[config.mk]
export PLATFORM = sky130hd
export DESIGN_NAME = touch_tap_gesture_classifier
export DESIGN_NICKNAME = d
export VERILOG_FILES = /design/src/design/ttgc_pkg.sv /design/src/design/touch_tap_gesture_classifier.sv
export SDC_FILE = /design/constraint.sdc
export NUM_CORES = 1
export LEC_CHECK = 0
export ABC_AREA = 1
export CAP_MARGIN = 20
export CORE_MARGIN = 2
export CORE_UTILIZATION = 50
export DETAILED_ROUTE_END_ITERATION = 10
export DONT_BUFFER_PORTS = 1
export SLEW_MARGIN = 20
export SYNTH_ARGS = -nofsm -noshare
export SYNTH_HDL_FRONTEND = slang
export SYNTH_SLANG_ARGS = --single-unit
[constraint.sdc]
create_clock -name i_clk -period 7.5 [get_ports i_clk]
set_clock_uncertainty 0.05 [all_clocks]
set_input_delay 0.375 -clock i_clk [delete_from_list [all_inputs] [get_ports i_clk]]
set_output_delay 0.375 -clock i_clk [all_outputs]
set_load 0.01 [all_outputs]
[src/design/ttgc_pkg.sv]
// ----------------------------------------------------------------------------
// ttgc_pkg
// shared types and constants of the touch tap gesture classifier
// ----------------------------------------------------------------------------
`default_nettype none

package ttgc_pkg;

    localparam int unsigned TIME_W  = 32;
    localparam int unsigned COUNT_W = 16;
    localparam int unsigned LIMIT_W = 16;
    localparam int unsigned CLICK_W = 2;
    localparam int unsigned CFG_IDX_W  = 2;
    localparam int unsigned CFG_DATA_W = 16;
    localparam int unsigned IN_DATA_W  = 40;
    localparam int unsigned OUT_DATA_W = 24;

    localparam logic [CFG_IDX_W-1:0] REG_TAP_RELEASE_LIMIT = 2'd0;
    localparam logic [CFG_IDX_W-1:0] REG_TAP_REENTER       = 2'd1;
    localparam logic [CFG_IDX_W-1:0] REG_TOUCH_ENABLE      = 2'd2;

    localparam logic [LIMIT_W-1:0] RST_TAP_RELEASE_LIMIT = 16'd200;
    localparam logic [LIMIT_W-1:0] RST_TAP_REENTER       = 16'd250;
    localparam logic               RST_TOUCH_ENABLE      = 1'b1;

    localparam logic [COUNT_W-1:0] TAP_COUNT_MAX = 16'hFFFF;

    typedef enum logic [CLICK_W-1:0] {
        CLICK_NONE   = 2'd0,
        CLICK_LEFT   = 2'd1,
        CLICK_RIGHT  = 2'd2,
        CLICK_MIDDLE = 2'd3
    } t_click;

endpackage

`default_nettype wire

[src/design/touch_tap_gesture_classifier.sv]
// ----------------------------------------------------------------------------
// touch_tap_gesture_classifier
// classifies per-frame touch samples into left, right and middle clicks
// ----------------------------------------------------------------------------
//  channel   | direction | contents
//  s_axis    | in        | tdata: now_ms[31:0], touch_now[32], motion_seen[33]
//  m_axis    | out       | tdata: click_button[1:0], taps_pending[17:2], touching[18]
//  cfg       | in        | write enable, register index, 16-bit write data
//
//  one transaction per cycle in while the output is not stalled, one result per transaction out
//  the result is captured in the output register at acceptance
//  the state update is a single compare-and-update pass at acceptance
//  input is taken whenever the output register is empty or being drained
//  synchronous active-low reset restores register defaults and clears state
// ----------------------------------------------------------------------------
`default_nettype none

module touch_tap_gesture_classifier
    import ttgc_pkg::*;
(
    input  wire logic                  i_clk,
    input  wire logic                  i_rst_n,
    input  wire logic                  i_s_axis_tvalid,
    output      logic                  o_s_axis_tready,
    // now_ms, touch_now, motion_seen, zero pad
    input  wire logic [IN_DATA_W-1:0]  i_s_axis_tdata,
    output      logic                  o_m_axis_tvalid,
    input  wire logic                  i_m_axis_tready,
    // click_button, taps_pending, touching, zero pad
    output      logic [OUT_DATA_W-1:0] o_m_axis_tdata,
    input  wire logic                  i_cfg_we,
    input  wire logic [CFG_IDX_W-1:0]  i_cfg_idx,
    input  wire logic [CFG_DATA_W-1:0] i_cfg_data
);

    logic [LIMIT_W-1:0] r_release_limit;
    logic [LIMIT_W-1:0] r_reenter;
    logic               r_enable;

    logic [TIME_W-1:0]  r_press_time,   n_press_time;
    logic [TIME_W-1:0]  r_release_time, n_release_time;
    logic [COUNT_W-1:0] r_count,        n_count;
    logic               r_pressed,      n_pressed;
    logic               r_drag,         n_drag;

    logic               r_out_valid;
    t_click             r_click,        n_click;
    logic [COUNT_W-1:0] r_out_count;
    logic               r_out_touching;

    logic [TIME_W-1:0]  now_ms;
    logic               touch_now;
    logic               motion_seen;
    logic [TIME_W-1:0]  held;
    logic [TIME_W-1:0]  idle;
    logic               accept;

    assign now_ms      = i_s_axis_tdata[TIME_W-1:0];
    assign touch_now   = i_s_axis_tdata[TIME_W];
    assign motion_seen = i_s_axis_tdata[TIME_W+1];

    assign o_s_axis_tready = !r_out_valid || i_m_axis_tready;
    assign accept          = i_s_axis_tvalid && o_s_axis_tready;

    assign held = now_ms - r_press_time;
    assign idle = now_ms - n_release_time;

    always_comb begin
        n_press_time   = r_press_time;
        n_release_time = r_release_time;
        n_count        = r_count;
        n_pressed      = r_pressed;
        n_drag         = r_drag;
        n_click        = CLICK_NONE;

        // touch edges
        if (r_enable) begin
            if (touch_now && !r_pressed) begin
                n_press_time = now_ms;
                n_drag       = 1'b0;
                n_pressed    = 1'b1;
            end else if (!touch_now && r_pressed) begin
                n_release_time = now_ms;
                n_pressed      = 1'b0;
                if (!r_drag && (held < {{(TIME_W-LIMIT_W){1'b0}}, r_release_limit})) begin
                    if (r_count != TAP_COUNT_MAX) begin
                        n_count = r_count + 1'b1;
                    end
                end else begin
                    n_count = '0;
                end
            end
        end

        // flush pending taps
        if (!n_pressed && (n_count != '0)) begin
            if (idle > {{(TIME_W-LIMIT_W){1'b0}}, r_reenter}) begin
                case (n_count)
                    16'd1:   n_click = CLICK_LEFT;
                    16'd2:   n_click = CLICK_RIGHT;
                    default: n_click = CLICK_MIDDLE;
                endcase
                n_count = '0;
            end
        end

        // drag check
        if (r_enable && touch_now && n_pressed && motion_seen) begin
            n_drag  = 1'b1;
            n_count = '0;
        end
    end

    always_ff @(posedge i_clk) begin
        if (!i_rst_n) begin
            r_release_limit <= RST_TAP_RELEASE_LIMIT;
            r_reenter       <= RST_TAP_REENTER;
            r_enable        <= RST_TOUCH_ENABLE;
        end else if (i_cfg_we) begin
            case (i_cfg_idx)
                REG_TAP_RELEASE_LIMIT: r_release_limit <= i_cfg_data;
                REG_TAP_REENTER:       r_reenter       <= i_cfg_data;
                REG_TOUCH_ENABLE:      r_enable        <= i_cfg_data[0];
                default:               ;
            endcase
        end
    end

    always_ff @(posedge i_clk) begin
        if (!i_rst_n) begin
            r_press_time   <= '0;
            r_release_time <= '0;
            r_count        <= '0;
            r_pressed      <= 1'b0;
            r_drag         <= 1'b0;
            r_out_valid    <= 1'b0;
        end else begin
            if (accept) begin
                r_press_time   <= n_press_time;
                r_release_time <= n_release_time;
                r_count        <= n_count;
                r_pressed      <= n_pressed;
                r_drag         <= n_drag;
                r_out_valid    <= 1'b1;
            end else if (i_m_axis_tready) begin
                r_out_valid    <= 1'b0;
            end
        end
    end

    always_ff @(posedge i_clk) begin
        if (accept) begin
            r_click        <= n_click;
            r_out_count    <= n_count;
            r_out_touching <= n_pressed;
        end
    end

    assign o_m_axis_tvalid = r_out_valid;
    assign o_m_axis_tdata  = {{(OUT_DATA_W-CLICK_W-COUNT_W-1){1'b0}},
                              r_out_touching, r_out_count, r_click};

endmodule

`default_nettype wire

==> results by group <==
Run status
  – Outcome: finished clean

STA
  – Setup ws final: 1800 ps
  – Slew Limit Fails: 0
  – RSZ-0062 raised after global routing: false
  – Slew margin rel.: 28.1%
  – Setup TNS Final: 0 ps
  – Final hold vios: 0
  – Max Clk Rate: 176 MHz
  – Worst hold margin: 15.6 ps
  – Fin crit period: 5700 ps
  – Finish-stage setup viols: 0
  – Tightest Pin Transition: 1070 ps
  – Period Utilization, post-route: 75.9%

Yosys
  – Ranking of synthesized cells by area: dfxtp_1, nand2_1, ha_1
  – Number of flops mapped to enable cells by yosys: 19
  – Ys async rst share: 0%
  – Unique masters post-synth: 53
  – Mapped Area: 10900 µm²
  – Synth Register Bits: 135
  – Post-Syn Instances: 1649
  – Sequential share of the synthesized area: 26.6%
  – Post-synth top area share: 21.4%
  – YS warnings: 0
  – Syn avg cell area: 6.59 µm²
  – Ys flop type: dfxtp_1
  – Top cell type by total area after synthesis: dfxtp_1

Final layout
  – Final #Nets: 1793
  – Most common cell after layout, fill and taps aside: nand2_1
  – Most frequent cells in the layout: nand2_1, inv_1, a21oi_1, o21ai_0, nor2_1
  – Area grow syn2layout: 7.66%
  – Fin cells: 1922
  – Share of cells above drive strength 1: 5.65%
  – Diode count: 0

Power and ir drop
  – Peak VDD IR: 0.128 mV
  – P_sw: 0.000905 W
  – Reg power frac: 33.3%
  – Leak: 5.77 nW
  – Part of the power in the clock network: 35.3%
  – Sw frac: 37.2%
  – Int Power: 0.00152 W
  – Logic pwr share: 31.4%
  – PwrDens: 208 nW/µm²

Global route
  – Largest net degree at the start of global routing: 97
  – Vias in the first global route: 9031
  – GR Overflow Total: 0
  – Global-route wire length before repair: 47.0 mm
  – Initial antenna violation count: 0
  – Total GRT Usage: 26.4%

Die
  – Die area: 22900 µm²
  – Die W: 151 µm
  – I/O pins: 89
  – Core Area: 21200 µm²
  – Row cnt: 53
  – Die Ht: 151 µm
  – Initial core utilization: 51.4%

Clock network
  – Clk pin slew, worst setup/hold paths: 70 ps
  – H-tree depth: 4
  – Clk buf depth: 2
  – Total CTS buffers: 17
  – CTS root buf: clkbuf_16
  – Skew-Pair Late Insertion Delay: 440 ps
  – CTS tree: yes
  – Post-CTS Setup Bufs: 0
  – Cts-stage hold buffer count: 1
  – Clock sink count: 135
  – Post-CTS sizing: 0

Place
  – GPL Wtd Cong: 0.901
  – Port bufs: 0
  – Pre-CTS setup slack: 1740 ps
  – Cells after DPL: 1888
  – Post-DP HPWL: 23.3 mm

Worst setup path
  – Crit path kind: reg -> reg
  – Critical path arrival: 5830 ps
  – CP endpoint kind: register
  – Critical-path maximum fanout: 29
  – Worst setup SP type: register
  – Data required, critical path: 7640 ps

Job
  – Max-Cap Viols: 0

Drt
  – Drt total wl: 29.6 mm
  – Iteration-0 DRC count of the detailed router: 623
  – # DRC: 0
  – WL/cell: 15.4 µm
  – First-pass DRT Iterations: 5
  – Vias: 10100
  – Post-DRT Antenna Nets: 0
  – DR vias/cell: 5.24

Hold path
  – Worst min-delay path class: in -> reg
-- final timing paths --
kind	slack, ps	start	depth (start not counted)	end
hold / removal	20	i_cfg_data[1]	2	r_reenter[1]$_SDFFE_PN1P_
setup / recovery	1800	r_pressed$_SDFFE_PN0P_	24	r_out_count[1]$_DFFE_PP_
setup reg to reg	1800	r_pressed$_SDFFE_PN0P_	24	r_out_count[1]$_DFFE_PP_
hold reg to reg	400	r_press_time[14]$_SDFFE_PN0P_	2	r_press_time[14]$_SDFFE_PN0P_
-- final cells by class --
class                   count  area (µm²)
well taps                 275         344
inverters                 291        1090
flip-flops and latches    135        2890
clock buffers              18         450
multi-input cells        1182        6690
fillers                  2141        9460
repair buffers              7        75.1
clock inverters            14         148
-- worst max-delay path, stage by stage (launching register included) --
cell and delay [ps]:
dfxtp_1 310, inv_1 60, nor2_1 310, inv_1 130, nor2_4 610, inv_1 350
o21ai_0 270, ha_1 180, inv_1 50, fa_1 400, nand2_1 90, a21oi_2 100
a31oi_1 280, o21ai_1 200, xor2_1 190, ha_1 300, nand2_1 60, nor2_1 170
nand4_1 120, nor2_1 120, a211oi_1 50, o211ai_1 460, nand3_4 320, nand2_2 190
inv_1 60
-- flip-flops by register name, indices dropped and copies added, names as in the netlist --
register	cells
r_pressed	1
r_release_limit	16
r_click	2
r_reenter	16
r_count	16
o_m_axis_tvalid	1
r_release_time	32
r_press_time	32
r_drag	1
r_out_count	16
r_out_touching	1
r_enable	1
-- synthesized netlist by cell type, drive strengths merged, types with 31 or more instances --
library cell	n
o211ai	31
nand2	402
nor2	133
nand3	60
dfxtp	116
inv	289
o21ai	129
xor2	40
ha	94
a21oi	158
clkbuf	33
-- routing by layer --
layer	GRT usage [%]	wire, µm	up-vias
met4	5.98	380	0
li1	-	-	5342
met1	36.9	14900	4541
met2	42.5	13200	164
met5	0	0	-
met3	4.31	1020	25
-- power by group through the flow --
stage                     Combinational (W)  Sequential [W]  Clock, W
after detailed placement           0.000751        0.000825         0
final                              0.000763        0.000809  0.000857
after floorplan                    0.000597        0.000819         0
after CTS                          0.000758        0.000809  0.000873
after global placement             0.000741        0.000824         0
after global routing               0.000872        0.000814  0.000906
-- through the flow --
step | area [µm²] | utilization (%) | power (W)
detailed placement | 11100 | 52.3 | 0.00158
global route | 11700 | 55.3 | 0.00259
global placement | 11100 | 52.3 | 0.00156
floorplan | 10900 | - | 0.00142
CTS | 11700 | 55.2 | 0.00244
finish | 11700 | 55.3 | 0.00243
-- cell families (layout without fill, tap and decap cells) --
family          after synthesis  count (layout)  synth area share (%)
buf+inv                     336             330                  12.0
flops                       135             135                  26.6
xor+xnor                     53              53                  4.34
simple gates                653             653                  25.7
mux                          22              22                  2.03
other cells                   1               5                0.0345
compound gates              353             353                  18.1
fa+ha+maj                    96              96                  11.2
Power figures use the tool's default switching activity.
